===== src/rtl/assert_macros.svh =====
// Assertion helpers for the RTL.
`ifndef ASSERT_MACROS_SVH
`define ASSERT_MACROS_SVH

`ifndef ASSERT_OFF
`define ASSERT_IMPLIES(lbl, clk, rst_n, ante, cons) \
    lbl: assert property (@(posedge clk) disable iff (!rst_n) (ante) |-> (cons)) \
        else $error("assertion failed");
`define ASSERT_NEXT(lbl, clk, rst_n, ante, cons) \
    lbl: assert property (@(posedge clk) disable iff (!rst_n) (ante) |=> (cons)) \
        else $error("assertion failed");
`else
`define ASSERT_IMPLIES(lbl, clk, rst_n, ante, cons)
`define ASSERT_NEXT(lbl, clk, rst_n, ante, cons)
`endif

`endif


===== src/rtl/kwm_pkg.sv =====
package kwm_pkg;

    localparam int RUN_W     = 3;
    localparam int VALUE_W   = 64;
    localparam int COUNT_W   = 4;
    localparam int CFG_IDX_W = 1;
    localparam int CFG_DAT_W = 4;
    localparam int PC_W      = 3;

    localparam logic [CFG_IDX_W-1:0] REG_SORT_ORDER  = 1'd0;
    localparam logic [CFG_IDX_W-1:0] REG_RUNS_IN_USE = 1'd1;

    localparam logic [PC_W-1:0] STEP_WAIT  = 3'd0;
    localparam logic [PC_W-1:0] STEP_CLEAR = 3'd1;
    localparam logic [PC_W-1:0] STEP_SCAN  = 3'd2;
    localparam logic [PC_W-1:0] STEP_LAST  = 3'd3;
    localparam logic [PC_W-1:0] STEP_EMIT  = 3'd4;

    typedef struct packed {
        logic [RUN_W-1:0]          run_index;
        logic signed [VALUE_W-1:0] record_value;
        logic                      run_done;
    } in_item_t;

    typedef struct packed {
        logic signed [VALUE_W-1:0] out_value;
        logic [RUN_W-1:0]          source_run;
        logic                      end_of_merge;
    } out_item_t;

    typedef enum logic [1:0] {
        COND_NEVER,
        COND_NOT_START,
        COND_MORE,
        COND_OUT_BUSY
    } cond_t;

    typedef struct packed {
        logic             take_in;
        logic             scan_clear;
        logic             scan_read;
        logic             scan_cmp;
        logic             emit;
        cond_t            cond;
        logic [PC_W-1:0]  jump_pc;
        logic [PC_W-1:0]  next_pc;
    } ctrl_t;

    typedef struct packed {
        logic start;
        logic more;
        logic out_busy;
    } status_t;

    // microcode: one control word per step
    function automatic ctrl_t ucode_word(input logic [PC_W-1:0] pc);
        ctrl_t w;
        w = '{take_in: 1'b0, scan_clear: 1'b0, scan_read: 1'b0, scan_cmp: 1'b0,
              emit: 1'b0, cond: COND_NEVER, jump_pc: STEP_WAIT, next_pc: STEP_WAIT};
        case (pc)
            STEP_WAIT:
            begin
                w.take_in = 1'b1;
                w.cond    = COND_NOT_START;
                w.jump_pc = STEP_WAIT;
                w.next_pc = STEP_CLEAR;
            end
            STEP_CLEAR:
            begin
                w.scan_clear = 1'b1;
                w.next_pc    = STEP_SCAN;
            end
            STEP_SCAN:
            begin
                w.scan_read = 1'b1;
                w.scan_cmp  = 1'b1;
                w.cond      = COND_MORE;
                w.jump_pc   = STEP_SCAN;
                w.next_pc   = STEP_LAST;
            end
            STEP_LAST:
            begin
                w.scan_cmp = 1'b1;
                w.next_pc  = STEP_EMIT;
            end
            STEP_EMIT:
            begin
                w.emit    = 1'b1;
                w.cond    = COND_OUT_BUSY;
                w.jump_pc = STEP_EMIT;
                w.next_pc = STEP_WAIT;
            end
            default:
            begin
                w.next_pc = STEP_WAIT;
            end
        endcase
        return w;
    endfunction

endpackage


===== src/rtl/kwm_sequencer.sv =====
module kwm_sequencer
    import kwm_pkg::*;
(
    input  logic    clk,
    input  logic    rst_n,
    input  status_t status,
    output ctrl_t   ctrl
);

    logic [PC_W-1:0] pc_reg;
    logic [PC_W-1:0] pc_next;
    logic            jump;

    assign ctrl = ucode_word(pc_reg);

    always_comb
    begin
        case (ctrl.cond)
            COND_NEVER:     jump = 1'b0;
            COND_NOT_START: jump = !status.start;
            COND_MORE:      jump = status.more;
            COND_OUT_BUSY:  jump = status.out_busy;
            default:        jump = 1'b0;
        endcase
        pc_next = jump ? ctrl.jump_pc : ctrl.next_pc;
    end

    always_ff @(posedge clk or negedge rst_n)
    begin
        if (!rst_n)
        begin
            pc_reg <= STEP_WAIT;
        end
        else
        begin
            pc_reg <= pc_next;
        end
    end

endmodule


===== src/rtl/kwm_datapath.sv =====
module kwm_datapath
    import kwm_pkg::*;
#(
    parameter int MAX_RUNS     = 8,
    parameter int RECORD_WIDTH = 64,
    parameter int IDX_W        = (MAX_RUNS > 1) ? $clog2(MAX_RUNS) : 1
)
(
    input  logic                    clk,
    input  logic                    rst_n,
    input  ctrl_t                   ctrl,
    input  logic                    sort_order,
    input  logic [COUNT_W-1:0]      run_count,
    input  logic                    wr_en,
    input  logic [IDX_W-1:0]        wr_idx,
    input  logic                    wr_live,
    input  logic [RECORD_WIDTH-1:0] wr_value,
    input  logic                    clear_live,
    output logic                    more,
    output logic                    found,
    output logic [IDX_W-1:0]        best_idx,
    output logic [RECORD_WIDTH-1:0] best_value
);

    logic [RECORD_WIDTH-1:0] head_mem [MAX_RUNS];
    logic [MAX_RUNS-1:0]     live_reg;
    logic [IDX_W-1:0]        cnt_reg;
    logic [RECORD_WIDTH-1:0] rd_value_reg;
    logic [IDX_W-1:0]        rd_idx_reg;
    logic                    rd_live_reg;
    logic                    rd_valid_reg;
    logic                    found_reg;
    logic [IDX_W-1:0]        best_idx_reg;
    logic [RECORD_WIDTH-1:0] best_value_reg;
    logic                    better;
    logic                    take;

    assign more = (32'(cnt_reg) + 32'd1) < 32'(run_count);

    always_comb
    begin
        if (sort_order)
            better = $signed(rd_value_reg) > $signed(best_value_reg);
        else
            better = $signed(rd_value_reg) < $signed(best_value_reg);
        take = ctrl.scan_cmp && rd_valid_reg && rd_live_reg && (!found_reg || better);
    end

    // head store: one write port, one registered read port
    always_ff @(posedge clk)
    begin
        if (wr_en && wr_live)
        begin
            head_mem[wr_idx] <= wr_value;
        end
        if (ctrl.scan_read)
        begin
            rd_value_reg <= head_mem[cnt_reg];
            rd_idx_reg   <= cnt_reg;
            rd_live_reg  <= live_reg[cnt_reg];
        end
        if (take)
        begin
            best_idx_reg   <= rd_idx_reg;
            best_value_reg <= rd_value_reg;
        end
    end

    always_ff @(posedge clk or negedge rst_n)
    begin
        if (!rst_n)
        begin
            live_reg     <= '0;
            cnt_reg      <= '0;
            rd_valid_reg <= 1'b0;
            found_reg    <= 1'b0;
        end
        else
        begin
            if (clear_live)
                live_reg <= '0;
            else if (wr_en)
                live_reg[wr_idx] <= wr_live;

            if (ctrl.scan_clear)
            begin
                cnt_reg      <= '0;
                rd_valid_reg <= 1'b0;
                found_reg    <= 1'b0;
            end
            else
            begin
                if (ctrl.scan_read)
                begin
                    cnt_reg      <= cnt_reg + 1'b1;
                    rd_valid_reg <= 1'b1;
                end
                if (take)
                    found_reg <= 1'b1;
            end
        end
    end

    assign found      = found_reg;
    assign best_idx   = best_idx_reg;
    assign best_value = best_value_reg;

endmodule


===== src/rtl/k_way_merge_heap.sv =====
// K-way merge of sorted runs. Configure sort_order and runs_in_use while idle, then send one
// head record per run in run order 0, 1, 2, ... (run_done marks an empty run). Each
// result carries the winning head and the run to refill; send exactly that run's next
// record or its done mark. Items for any other run are dropped. When all
// runs are done an end_of_merge transaction (value and run zero) is sent and the block
// returns to collecting heads. After an item that produces a result is accepted, a
// microcoded sequencer scans the head store one entry per cycle through its single read
// port, then the winner is loaded into the result register.
// A finished result waits in the output register without blocking the next input.
module k_way_merge_heap
    import kwm_pkg::*;
#(
    parameter int MAX_RUNS     = 8,
    parameter int RECORD_WIDTH = 64
)
(
    input  logic                 clk,
    input  logic                 rst_n,
    input  logic                 cfg_write,
    input  logic [CFG_IDX_W-1:0] cfg_index,
    input  logic [CFG_DAT_W-1:0] cfg_data,
    input  logic                 in_valid,
    output logic                 in_stall,
    input  in_item_t             in_item,
    output logic                 out_valid,
    input  logic                 out_stall,
    output out_item_t            out_item
);

`include "assert_macros.svh"

    localparam int IDX_W = (MAX_RUNS > 1) ? $clog2(MAX_RUNS) : 1;

    typedef enum logic {
        PHASE_FILL,
        PHASE_MERGE
    } phase_t;

    ctrl_t                   ctrl;
    status_t                 status;
    logic                    sort_order_reg;
    logic [COUNT_W-1:0]      runs_reg;
    phase_t                  phase_reg;
    logic [COUNT_W-1:0]      heads_reg;
    logic [RUN_W-1:0]        awaited_reg;
    logic                    out_valid_reg;
    out_item_t               out_reg;
    logic [COUNT_W-1:0]      run_count;
    logic                    accept;
    logic                    run_ok;
    logic                    fill_take;
    logic                    merge_take;
    logic [COUNT_W-1:0]      heads_after;
    logic                    fill_done;
    logic                    out_busy;
    logic                    emit_commit;
    logic                    scan_more;
    logic                    found;
    logic [IDX_W-1:0]        best_idx;
    logic [RECORD_WIDTH-1:0] best_value;
    logic                    wr_en;

    always_comb
    begin
        if (runs_reg == '0)
            run_count = COUNT_W'(1);
        else if (32'(runs_reg) > MAX_RUNS)
            run_count = COUNT_W'(MAX_RUNS);
        else
            run_count = runs_reg;

        accept     = in_valid && ctrl.take_in;
        run_ok     = 32'(in_item.run_index) < MAX_RUNS;
        fill_take  = (COUNT_W'(in_item.run_index) == heads_reg)
                     && (COUNT_W'(in_item.run_index) < run_count) && run_ok;
        merge_take = (in_item.run_index == awaited_reg) && run_ok;
        heads_after = fill_take ? heads_reg + 1'b1 : heads_reg;
        fill_done  = heads_after >= run_count;

        if (phase_reg == PHASE_FILL)
        begin
            wr_en        = accept && fill_take;
            status.start = accept && fill_done;
        end
        else
        begin
            wr_en        = accept && merge_take;
            status.start = accept && merge_take;
        end

        out_busy        = out_valid_reg && out_stall;
        emit_commit     = ctrl.emit && !out_busy;
        status.out_busy = out_busy;
        status.more     = scan_more;
    end

    assign in_stall  = !ctrl.take_in;
    assign out_valid = out_valid_reg;
    assign out_item  = out_reg;

    kwm_sequencer u_seq (
        .clk    (clk),
        .rst_n  (rst_n),
        .status (status),
        .ctrl   (ctrl)
    );

    kwm_datapath #(
        .MAX_RUNS     (MAX_RUNS),
        .RECORD_WIDTH (RECORD_WIDTH),
        .IDX_W        (IDX_W)
    ) u_dp (
        .clk        (clk),
        .rst_n      (rst_n),
        .ctrl       (ctrl),
        .sort_order (sort_order_reg),
        .run_count  (run_count),
        .wr_en      (wr_en),
        .wr_idx     (IDX_W'(in_item.run_index)),
        .wr_live    (!in_item.run_done),
        .wr_value   (in_item.record_value[RECORD_WIDTH-1:0]),
        .clear_live (emit_commit && !found),
        .more       (scan_more),
        .found      (found),
        .best_idx   (best_idx),
        .best_value (best_value)
    );

    always_ff @(posedge clk or negedge rst_n)
    begin
        if (!rst_n)
        begin
            sort_order_reg <= 1'b0;
            runs_reg       <= COUNT_W'(8);
            phase_reg      <= PHASE_FILL;
            heads_reg      <= '0;
            awaited_reg    <= '0;
            out_valid_reg  <= 1'b0;
            out_reg        <= '0;
        end
        else
        begin
            if (cfg_write)
            begin
                case (cfg_index)
                    REG_SORT_ORDER:  sort_order_reg <= cfg_data[0];
                    REG_RUNS_IN_USE: runs_reg       <= cfg_data;
                    default:         ;
                endcase
            end

            if (accept && (phase_reg == PHASE_FILL))
            begin
                heads_reg <= heads_after;
                if (fill_done)
                    phase_reg <= PHASE_MERGE;
            end

            if (emit_commit)
            begin
                out_valid_reg <= 1'b1;
                if (found)
                begin
                    out_reg.out_value    <= VALUE_W'($signed(best_value));
                    out_reg.source_run   <= RUN_W'(best_idx);
                    out_reg.end_of_merge <= 1'b0;
                    awaited_reg          <= RUN_W'(best_idx);
                end
                else
                begin
                    out_reg.out_value    <= '0;
                    out_reg.source_run   <= '0;
                    out_reg.end_of_merge <= 1'b1;
                    awaited_reg          <= '0;
                    heads_reg            <= '0;
                    phase_reg            <= PHASE_FILL;
                end
            end
            else if (out_valid_reg && !out_stall)
            begin
                out_valid_reg <= 1'b0;
            end
        end
    end

    `ASSERT_IMPLIES(a_end_marker_empty, clk, rst_n,
        out_valid_reg && out_reg.end_of_merge,
        (out_reg.out_value == '0) && (out_reg.source_run == '0))
    `ASSERT_NEXT(a_refill_target, clk, rst_n,
        emit_commit && found,
        awaited_reg == out_reg.source_run)
    `ASSERT_NEXT(a_end_restarts_fill, clk, rst_n,
        emit_commit && !found,
        (phase_reg == PHASE_FILL) && (heads_reg == '0))

endmodule


===== config.mk =====
export PLATFORM = sky130hd
export DESIGN_NAME = k_way_merge_heap
export DESIGN_NICKNAME = d
export VERILOG_FILES = /design/src/rtl/kwm_pkg.sv /design/src/rtl/kwm_sequencer.sv /design/src/rtl/kwm_datapath.sv /design/src/rtl/k_way_merge_heap.sv
export VERILOG_INCLUDE_DIRS = /design/src /design/src/rtl
export SDC_FILE = /design/constraint.sdc
export NUM_CORES = 1
export LEC_CHECK = 0
export ABC_CLOCK_PERIOD_IN_PS = 8300
export BUFFER_PORTS_ARGS = -buffer_cell sky130_fd_sc_hd__buf_2
export CORE_UTILIZATION = 50
export CTS_CLUSTER_DIAMETER = 30
export DETAILED_ROUTE_END_ITERATION = 8
export HOLD_SLACK_MARGIN = 0.1
export PLACE_DENSITY = 0.73
export SETUP_SLACK_MARGIN = 0.5
export SYNTH_ARGS = -nofsm -noshare
export SYNTH_HDL_FRONTEND = slang
export SYNTH_SLANG_ARGS = --single-unit

===== constraint.sdc =====
create_clock -name clk -period 8.3 [get_ports clk]
set_clock_uncertainty 0.05 [all_clocks]
set_input_delay 0.83 -clock clk [delete_from_list [all_inputs] [get_ports clk]]
set_output_delay 0.83 -clock clk [all_outputs]
set_load 0.03 [all_outputs]

; ---- Yosys cells after proc, flatten, opt, wreduce, memory -nomap -nowiden
; Memory sizes are Yosys's and may differ from the RTL's. A register that Yosys moved wholly into a read port is not among the register bits.
; Index checks and enable logic that the tools add are counted.
[op_classes]
addsub = 3
n_lt_le_gt_ge = 9
eq_ne = 9
n_mux = 41
bitwise_logic = 2
reduce_logical = 32
[op_table]
columns = op, count
row1 = $mux 68, 1
row2 = $gt 64x64->1, 1
row3 = $lt 64x64->1, 1
row4 = $lt 32x4->1, 1
row5 = $mux 4, 6
row6 = $mux 1, 22
row7 = $mux 8, 2
row8 = $logic_and 1x1->1, 15
row9 = $pmux 5 s3, 1
row10 = $mux 3, 4
row11 = $pmux 3 s4, 1
row12 = $bwmux 8, 1
row13 = $lt 3x4->1 const B, 2
row14 = $reduce_bool 2->1, 4
row15 = $eq 3x2->1 const B, 2
row16 = $logic_not 1->1, 6
row17 = $add 3x1->4 const B, 1
row18 = $add 4x1->4 const B, 1
row19 = $eq 2x2->1 const B, 2
row20 = $eq 3x4->1, 1
row21 = $ge 4x4->1, 1
row22 = $gt 4x4->1 const B, 1
row23 = $logic_not 4->1, 1
row24 = $lt 3x4->1, 1
row25 = other kinds (15), 17
[word_totals]
regBits = 169
ram_bits = 512
output_inout_bits = 70
word_cells = 115
mem_count = 1
[mem_list]
columns = memory, depth, width, read_ports, rd_ports_with_merged_regs, wr, line_no
row1 = u_dp.head_mem, 8, 64, 1, 1, 1, kwm_datapath.sv:25  ; logic [RECORD_WIDTH-1:0] head_mem [MAX_RUNS];

; ---- Depth between registers and ports, before layout
; Gate-level depths: netlist of run 1.
[logic_depth]
ltp_word = 12
ltp_mapped = 16

; ---- By module
; From an unflattened synthesis of run 1, not the netlist that was laid out.
[unflattened]
hier_cells = 1597
hier_area_um2 = 29299.4
[modules_own_cells]
columns = module, n_inst, cells_each, area_each_um2, seq_area_each_um2
row1 = kwm_datapath, 1, 1195, 25619.6, 19753.9
row2 = k_way_merge_heap, 1, 375, 3418.3, 1978.1
row3 = kwm_sequencer, 1, 27, 261.5, 75.1

; ---- Worst setup path after synthesis of run 1
; OpenSTA, ideal clock, no wires.
[synth_timing]
path_kind = input-to-reg
from = in in_item[66] in the netlist's numbering
to = mem u_dp.head_mem[6][0], enable pin
t_arrival_ns = 8.484
slack_ns = -0.901
stages = 7
path_buffers = 1
path_cell_list = clkbuf_1 > xor2_1 > nor4_1 > o21a_2 > a21oi_2 > nand2b_1 > nor4b_1
[synth_via]
elab_chain_cells = 7
[synth_rtl]
columns = element, line_no
row1 = from (decl), k_way_merge_heap.sv:24  ; input in_item_t in_item,
row2 = $lt 3x4->1 / $eq 3x4->1 (equally long branches), "k_way_merge_heap.sv:75, k_way_merge_heap.sv:74"
row3 = $logic_and 1x1->1, k_way_merge_heap.sv:75  ; && (COUNT_W'(in_item.run_index) < run_count) && run_ok;
row4 = $logic_and 1x1->1, k_way_merge_heap.sv:82  ; wr_en = accept && fill_take;
row5 = $mux 1, k_way_merge_heap.sv:80  ; if (phase_reg == PHASE_FILL)
row6 = $logic_and 1x1->1, kwm_datapath.sv:52  ; if (wr_en && wr_live)
row7 = $mux 1, kwm_datapath.sv:52
row8 = $mux 1 (implied by the code), kwm_datapath.sv:54  ; head_mem[wr_idx] <= wr_value;
row9 = to (decl), kwm_datapath.sv:25
; Parallel ways exist; a longest one is shown, timed or not.

; ---- Final worst setup path of run 1
[layout_timing]
from = reg u_dp.rd_value_reg[25], read port of u_dp.head_mem
to = reg u_dp.best_value_reg[15] (netlist: u_dp.best_value[15]), enable pin
[layout_via]
elab_chain_cells = 4
[layout_rtl]
columns = element, line_no
row1 = from (decl), kwm_datapath.sv:28  ; logic [RECORD_WIDTH-1:0] rd_value_reg;
row2 = $lt 64x64->1 / $gt 64x64->1 (equally long branches), "kwm_datapath.sv:45, kwm_datapath.sv:43"
row3 = $mux 1 *, kwm_datapath.sv:42  ; if (sort_order)
row4 = $logic_or 1x1->1 *, kwm_datapath.sv:46  ; take = ctrl.scan_cmp && rd_valid_reg && rd_live_reg && (!found_reg || better);
row5 = $logic_and 1x1->1 *, kwm_datapath.sv:46
row6 = via u_dp.take, kwm_datapath.sv:36  ; logic take;
row7 = to (signal assigned), kwm_datapath.sv:65  ; best_value_reg <= rd_value_reg;
row8 = to (decl), kwm_datapath.sv:34  ; logic [RECORD_WIDTH-1:0] best_value_reg;
; The timed path passes the listed nets; every way through them passes the cells marked *.
; A chain may end at the register's enable or synchronous reset.

==> results of run 1 <==
==> per-stage QoR <==
step                setup TNS (ns)  hold slack [ns]  cells  cell area [sq um]
floorplan                   -77.51           0.3503   1516              29140
global placement                 0           0.3590   2384              30840
detailed placement               0           0.3545   2384              30840
CTS                              0           0.3379   2614              35190
global route                     0           0.3626   2616              35200
finish                           0           0.3603   2618              35200
==> worst reg2reg max path: stages, from the launching register on <==
cell and delay (ns):
edfxtp_1 0.41, ha_1 0.31, a21o_1 0.19, a221o_1 0.33
a221oi_2 0.38, nor2_1 0.13, a2111oi_4 0.26, nand3_2 0.15
mux2_4 0.34, nor3_4 0.69, buf_4 0.72
==> cell usage after synthesis, types with 3 or more instances <==
library cell,count,area (sq um)
a21o_1,6,45.04
a21oi_1,33,165.2
buf_1,20,75.07
buf_2,7,35.03
clkbuf_1,41,153.9
dfrtp_1,94,2352
edfxtp_1,647,19430
ha_1,75,938.4
inv_1,71,266.5
mux2_2,71,799.5
mux2i_1,6,60.06
mux4_2,130,2928
nand2_1,106,397.9
nand2b_1,7,43.79
nand3_1,9,45.04
nand3b_1,3,22.52
nand4_1,15,93.84
nor2_1,19,71.32
nor3_1,7,35.03
nor4_1,5,31.28
o21a_1,3,22.52
o21ai_0,12,60.06
o21ai_1,4,20.02
o311ai_1,3,26.28
o31ai_1,67,503.0
o41ai_1,3,26.28
xnor2_1,5,43.79
xor2_1,7,61.31
==> cell families after synthesis <==
group                    after synthesis
adder cells (fa/ha/maj)               75
buffers and inverters                140
flip-flops                           742
AO/OA/AOI/OAI                        146
XOR/XNOR                              12
AND/OR/NAND/NOR                      193
multiplexers                         208
==> per-layer routing <==
layer,share of wire,routed length [um]
met4,0.024,1479
met3,0.062,3738
met2,0.50,30460
met5,0.0018,108
met1,0.41,24990
==> worst max-delay path by stage <==
stage               slack [ns]  depth (start not counted)             endpoint
floorplan                -0.42                          7  u_dp.head_mem[1][0]
global route              3.67                         10  u_dp.best_value[15]
finish                    3.88                         10  u_dp.best_value[15]
CTS                       3.90                         10  u_dp.best_value[16]
detailed placement        3.93                         10  u_dp.best_value[16]
global placement          3.98                         11  u_dp.best_value[16]
==> where the power goes <==
part           switching, mW  internal (mW)  total, mW  leakage [nW]
registers              0.353           4.62       4.97          7.12
logic                   1.38           1.08       2.46          3.51
clock network           1.76           3.46       5.22          2.07
total                   3.50           9.15       12.7          12.7
==> timing repair <==
item | CTS | global route
endpoints found under the setup margin | 0 | 0
endpoints found under the hold margin | 30 | 0
setup buffers | 0 | 0
hold buffers | 1 | 0
==> final cells by class <==
type	instances	area, sq um
diodes	4	10.01
multi-input cells	634	6865
clock inverters	94	1199
fillers	3878	22380
repair buffers	172	940.9
well taps	765	957.2
inverters	72	270.3
flip-flops and latches	742	21820
clock buffers	135	3144
==> run metrics, run 1 <==
status complete, no violations; routed wire length per instance 23.21 um; CP startpoint u_dp.rd_value_reg[25]; Clock Tree Buf Depth 3; largest family of logic cells by synthesized area multiplexers; Reg2Reg Capture Point u_dp.best_value[15]; clk_lat worst skew 0.65 ns; area share of and/or/nand/nor cells after synthesis 0.03178; Critical Path RT 8.51 ns; Final Hold Fails 0; Syn Area/Cell 19.22 sq um; register bit total from synthesis 742; slack of the worst reg-to-reg path 3.88 ns; met3 Track Usage GR 0.04814; final RePlAce weighted congestion 0.8268; Leak Pwr 12.70 nW; IO buf count 147; initial antenna violation count 10; largest net degree at the start of global routing 105; Starting Density 0.5060; Core Footprint 57590 sq um; top achievable clock speed 226.3 MHz; crit end category flip-flop; Synth Area in Compound Gates 0.03513; Critical path buffers and inverters 1; cell family with most CP delay compound AO/OA/AOI/OAI gates; multiplexer share of the synthesized area 0.1305; CTS Root Cell clkbuf_16; Total Routing Usage GR 0.2093; Min-Delay Endpoint u_dp.best_idx[0]; Vias/cell 5.589; post_cts resized 0; RSZ-0062 raised after global routing no; first-pass GRT wire length 92.78 mm; Top Ports 148; most frequent cells in the layout 647 x edfxtp_1, 146 x buf_2, 130 x mux4_2, 124 x clkbuf_16, 106 x nand2_1; Top reg by flops u_dp.head_mem; Die W 243.4 um; crit path cell chain ha_1, a21o_1, a221o_1, a221oi_2, nor2_1, a2111oi_4, nand3_2, mux2_4, nor3_4, buf_4; setup ws final 3.880 ns; Synth-to-Final Area Change 20.82%; Post-synth EDFFs 647; Synth Flop Type edfxtp_1; asr flop ratio synth 0.1280; Nets 1896; Worst EP arrival 4.63 ns; pre-CTS setup slack 3.933 ns; Hold Crit Class reg2reg; Final Critical Period 4.420 ns; Critical Path Source Type flip-flop; commonest non-fill, non-tap cell in the layout edfxtp_1; vias in the first global route 15570; CTS tree yes; Hold Path Cell Cnt 0; sequential area share after synthesis 0.7484; Util after Layout 0.6113; max FFs per register 512; syn nets 1669; Die H 243.4 um; met1 usage 0.2719; routed wire length 60.78 mm; Synth Area in XOR/XNOR 0.003607; row cnt 88; P per Cell Area 359.4 nW/um^2; TritonCTS Buffers 121; Setup-failing EPs final 0; CP Max Fanout 52; share of layout cells above drive strength 1 0.3299; slowest cell delay on critical path 0.71 ns; DR iter-0 viols 1270; Detailed Routing Iterations Pass 1 5; DIE AREA 59240 sq um; Pwr Total 12.65 mW; Tcrit/Tclk final 0.5325; worst slew pin tran 0.9288 ns; slowest CP cell buf_4; Mapped Area 29140 sq um; Yosys warning total 0; cells on worst reg2reg path 10; post-route ant nets 0; total clock sinks 742; reg-to-reg startpoint u_dp.rd_value_reg[25]; Yosys cell types 61; # DRC 0; adder and majority cell fraction of the synthesized area 0.03221; GR peak layer met2; Crit Path Class reg2reg; clock transition at the registers of the reported paths 0.05 ns; DP HPWL 34.18 mm; hold path start u_dp.rd_idx_reg[0]; grt ovf 0; met2 usage 0.3464; Final Max Slew Viols 0; maxcap violations 0; H-Tree Depth 3; Mapped Cells 1516; Worst VDD drop 0.3329 mV; total number of vias 14630; worst relative slew slack 0.3808
No activity file was read; power rests on OpenSTA's default activity.
==> inputs of run 2 (changes only) <==
- ABC_AREA: unset -> 1
- ABC_CLOCK_PERIOD_IN_PS: 8300 -> 3920
- clock period: 8.3 -> 3.92 ns (I/O delays scaled with it)
==> run 2 against run 1 <==
Against the previous run:
- maximum frequency grew 44%
- count of clock-buffer cells in the layout decreased by 2
- die area grew 1.8%
- combinational power grew to 2.6 times the previous value
- non-clock buffer count rose by 84
- register-to-register slack worse by 3.0 ns
- power up 120%
- sequential power rose by 110%
- sequential share of layout area shrank 2.1 points
- critical path type unchanged
- critical endpoint is now u_dp.best_value[16]
- largest power group unchanged
==> run metrics, run 2 <==
status complete, no violations; Worst EP arrival 3.32 ns; Top reg by flops u_dp.head_mem; Pwr Total 27.63 mW; Clock Tree Buf Depth 3; Synth Area in Compound Gates 0.1040; DR iter-0 viols 2429; slowest CP cell nor4_1; Synth Flop Type edfxtp_1; GR peak layer met2; Starting Density 0.5105; Critical Path Source Type flip-flop; H-Tree Depth 3; Post-synth EDFFs 647; Syn Area/Cell 12.81 sq um; RSZ-0062 raised after global routing no; Int Power 18.83 mW; fillers 4085; syn nets 2470; met2 usage 0.3654; Reg power frac 0.375; top post-synthesis cells by count 647 x edfxtp_1, 484 x nor2_1, 279 x o21ai_0, 167 x nand2_1, 107 x inv_1; Core Footprint 58140 sq um; sequential area share after synthesis 0.7348; Synth area leader edfxtp_1; Final Critical Period 3.076 ns; Synth-to-Final Area Change 22.78%; DIE AREA 60330 sq um; Nets 2724; cell repeated most along the worst path nand2_1; Tcrit/Tclk final 0.7846; DP HPWL 38.54 mm; slowest cell delay on critical path 0.52 ns; worst relative slew slack 0.2033; post_cts resized 0; row cnt 88; clock transition at the registers of the reported paths 0.05 ns; Die H 245.6 um; multiplexer share of the synthesized area 0.0007589; CTS Root Cell clkbuf_16; Mapped Cells 2317; grt ovf 0; clock power share 0.393; maxcap violations 0; area share of the largest cell type after synthesis 0.6547; CTS tree yes; Total Routing Usage GR 0.2310; routed wire length 69.16 mm; area share of and/or/nand/nor cells after synthesis 0.09503; P per Cell Area 758.3 nW/um^2; TritonCTS Buffers 121; # DRC 0; P_sw 8.800 mW; Hold Crit Class in2reg; Yosys cell types 46; Final Hold Fails 0; Yosys warning total 0; Vias/cell 5.616; Worst VDD drop 0.4915 mV; final instance area 36440 sq um; first-pass GRT wire length 107.1 mm; clk_lat worst skew 0.69 ns; CP Max Fanout 36; largest family of logic cells by synthesized area compound AO/OA/AOI/OAI gates; total number of vias 19340; total clock sinks 742; crit path cell chain inv_1, ha_1, nand2_1, nor2_1, nand2_1, nor4_1, nand2_1, nand2_1, nand2_1, nand3_1, nand3_1, nand3_1, nand2_1, inv_2, buf_4; Util after Layout 0.6267; top achievable clock speed 325.1 MHz; largest net degree at the start of global routing 150; most frequent cells in the layout 647 x edfxtp_1, 484 x nor2_1, 279 x o21ai_0, 166 x nand2_1, 146 x buf_2; asr flop ratio synth 0.1280; adder and majority cell fraction of the synthesized area 0.03162; met3 Track Usage GR 0.04376; placed cell areas 31420 sq um; Setup Fix Bufs, Post-CTS 0; crit end category flip-flop; IO buf count 147; register bit total from synthesis 742; Switching Share 0.3185; Synth Area in XOR/XNOR 0.001181; share of layout cells above drive strength 1 0.1560; most area-consuming cells after synthesis edfxtp_1 65%, dfrtp_1 7.9%, nor2_1 6.1%; vias in the first global route 19250; post-route ant nets 0; final RePlAce weighted congestion 0.8337; initial antenna violation count 13; Final Max Slew Viols 0; Hold Buf Count CTS 76; most common cell in the netlist edfxtp_1; Die W 245.6 um; Gate power share 0.233; Setup-failing EPs final 0; Top Ports 148; met1 usage 0.3200; Crit Path Class reg2reg; Mapped Area 29680 sq um; routed wire length per instance 20.09 um; Critical Path RT 4.17 ns; commonest non-fill, non-tap cell in the layout edfxtp_1; Leak Pwr 13.62 nW; Detailed Routing Iterations Pass 1 5; max FFs per register 512; worst slew pin tran 1.193 ns
[run 2: changes by cell type in the layout (fill, tap and decap cells not counted), moves of 36 or more]
cell,change
a31oi_1,+68
dlygate4sd3_1,+75
inv_1,+36
mux2_2,-69
mux4_2,-130
nand2_1,+60
nor2_1,+466
o21ai_0,+267
o22ai_1,+67
[run 2: area by class of cell]
type | instances | area (sq um) | share of cell area
Timing Repair Buffer | 256 | 1909 | 0.05240
Clock buffer | 133 | 3083 | 0.08461
Clock inverter | 92 | 1164 | 0.03194
Tap cell | 765 | 957.2 | 0.02627
Antenna cell | 5 | 12.51 | 0.0003434
Inverter | 115 | 455.4 | 0.01250
Sequential cell | 742 | 21810 | 0.5987
Multi-Input combinational cell | 1335 | 7041 | 0.1932
[run 2: worst max-delay path, delay by kind of cell, from the launching register on]
kind | cells | cell delay [ns]
buf+inv | 3 | 0.52
fa+ha+maj | 1 | 0.32
simple gates | 11 | 1.46
flops | 1 | 0.33
[run 2: worst paths after layout]
check	slack [ns]	cells past startpoint	startpoint	endpoint
min in group asynchronous	0.35	2	rst_n	out_item[59]
worst min-delay path	0.14	3	cfg_index	runs_reg[2]
worst max register to register	0.84	15	u_dp.best_value[27]	u_dp.best_value[16]
max in group asynchronous	2.51	3	rst_n	out_item[20]
worst max-delay path	0.84	15	u_dp.best_value[27]	u_dp.best_value[16]
worst min register to register	0.37	0	u_dp.rd_idx_reg[1]	u_dp.best_idx[1]
[run 2: kinds of logic after synthesis]
kind of cell | after synthesis
AO/OA/AOI/OAI | 543
XOR/XNOR | 4
adder cells (fa/ha/maj) | 75
buffers and inverters | 240
flip-flops | 742
multiplexers | 2
AND/OR/NAND/NOR | 711
[run 2: power groups by stage]
stage / clock, mW / sequential [mW] / combinational [mW]
2_1_floorplan: 0 / 10.7 / 3.85
3_3_place_gp: 0 / 10.4 / 5.99
3_5_place_dp: 0 / 10.5 / 6.24
4_1_cts: 11.0 / 10.3 / 6.42
5_1_grt: 11.3 / 10.4 / 7.10
6_report: 10.8 / 10.4 / 6.43
[run 2: metal layers]
metal	up-vias	part of all wire
met5	-	0.0013
met4	14	0.022
met3	122	0.077
met2	812	0.48
met1	9450	0.42
li1	8938	-
[run 2: through the flow]
stage | setup slack, ns | hold slack (ns) | cells | TNS, ns
6_report | 0.8444 | 0.1388 | 3443 | 0
5_1_grt | 0.6144 | 0.1630 | 3440 | 0
4_1_cts | 0.7872 | 0.1063 | 3438 | 0
3_5_place_dp | 0.8293 | 0.3590 | 3137 | 0
3_3_place_gp | 0.9004 | 0.3569 | 3137 | 0
2_1_floorplan | -0.03887 | 0.04641 | 2317 | -9.895
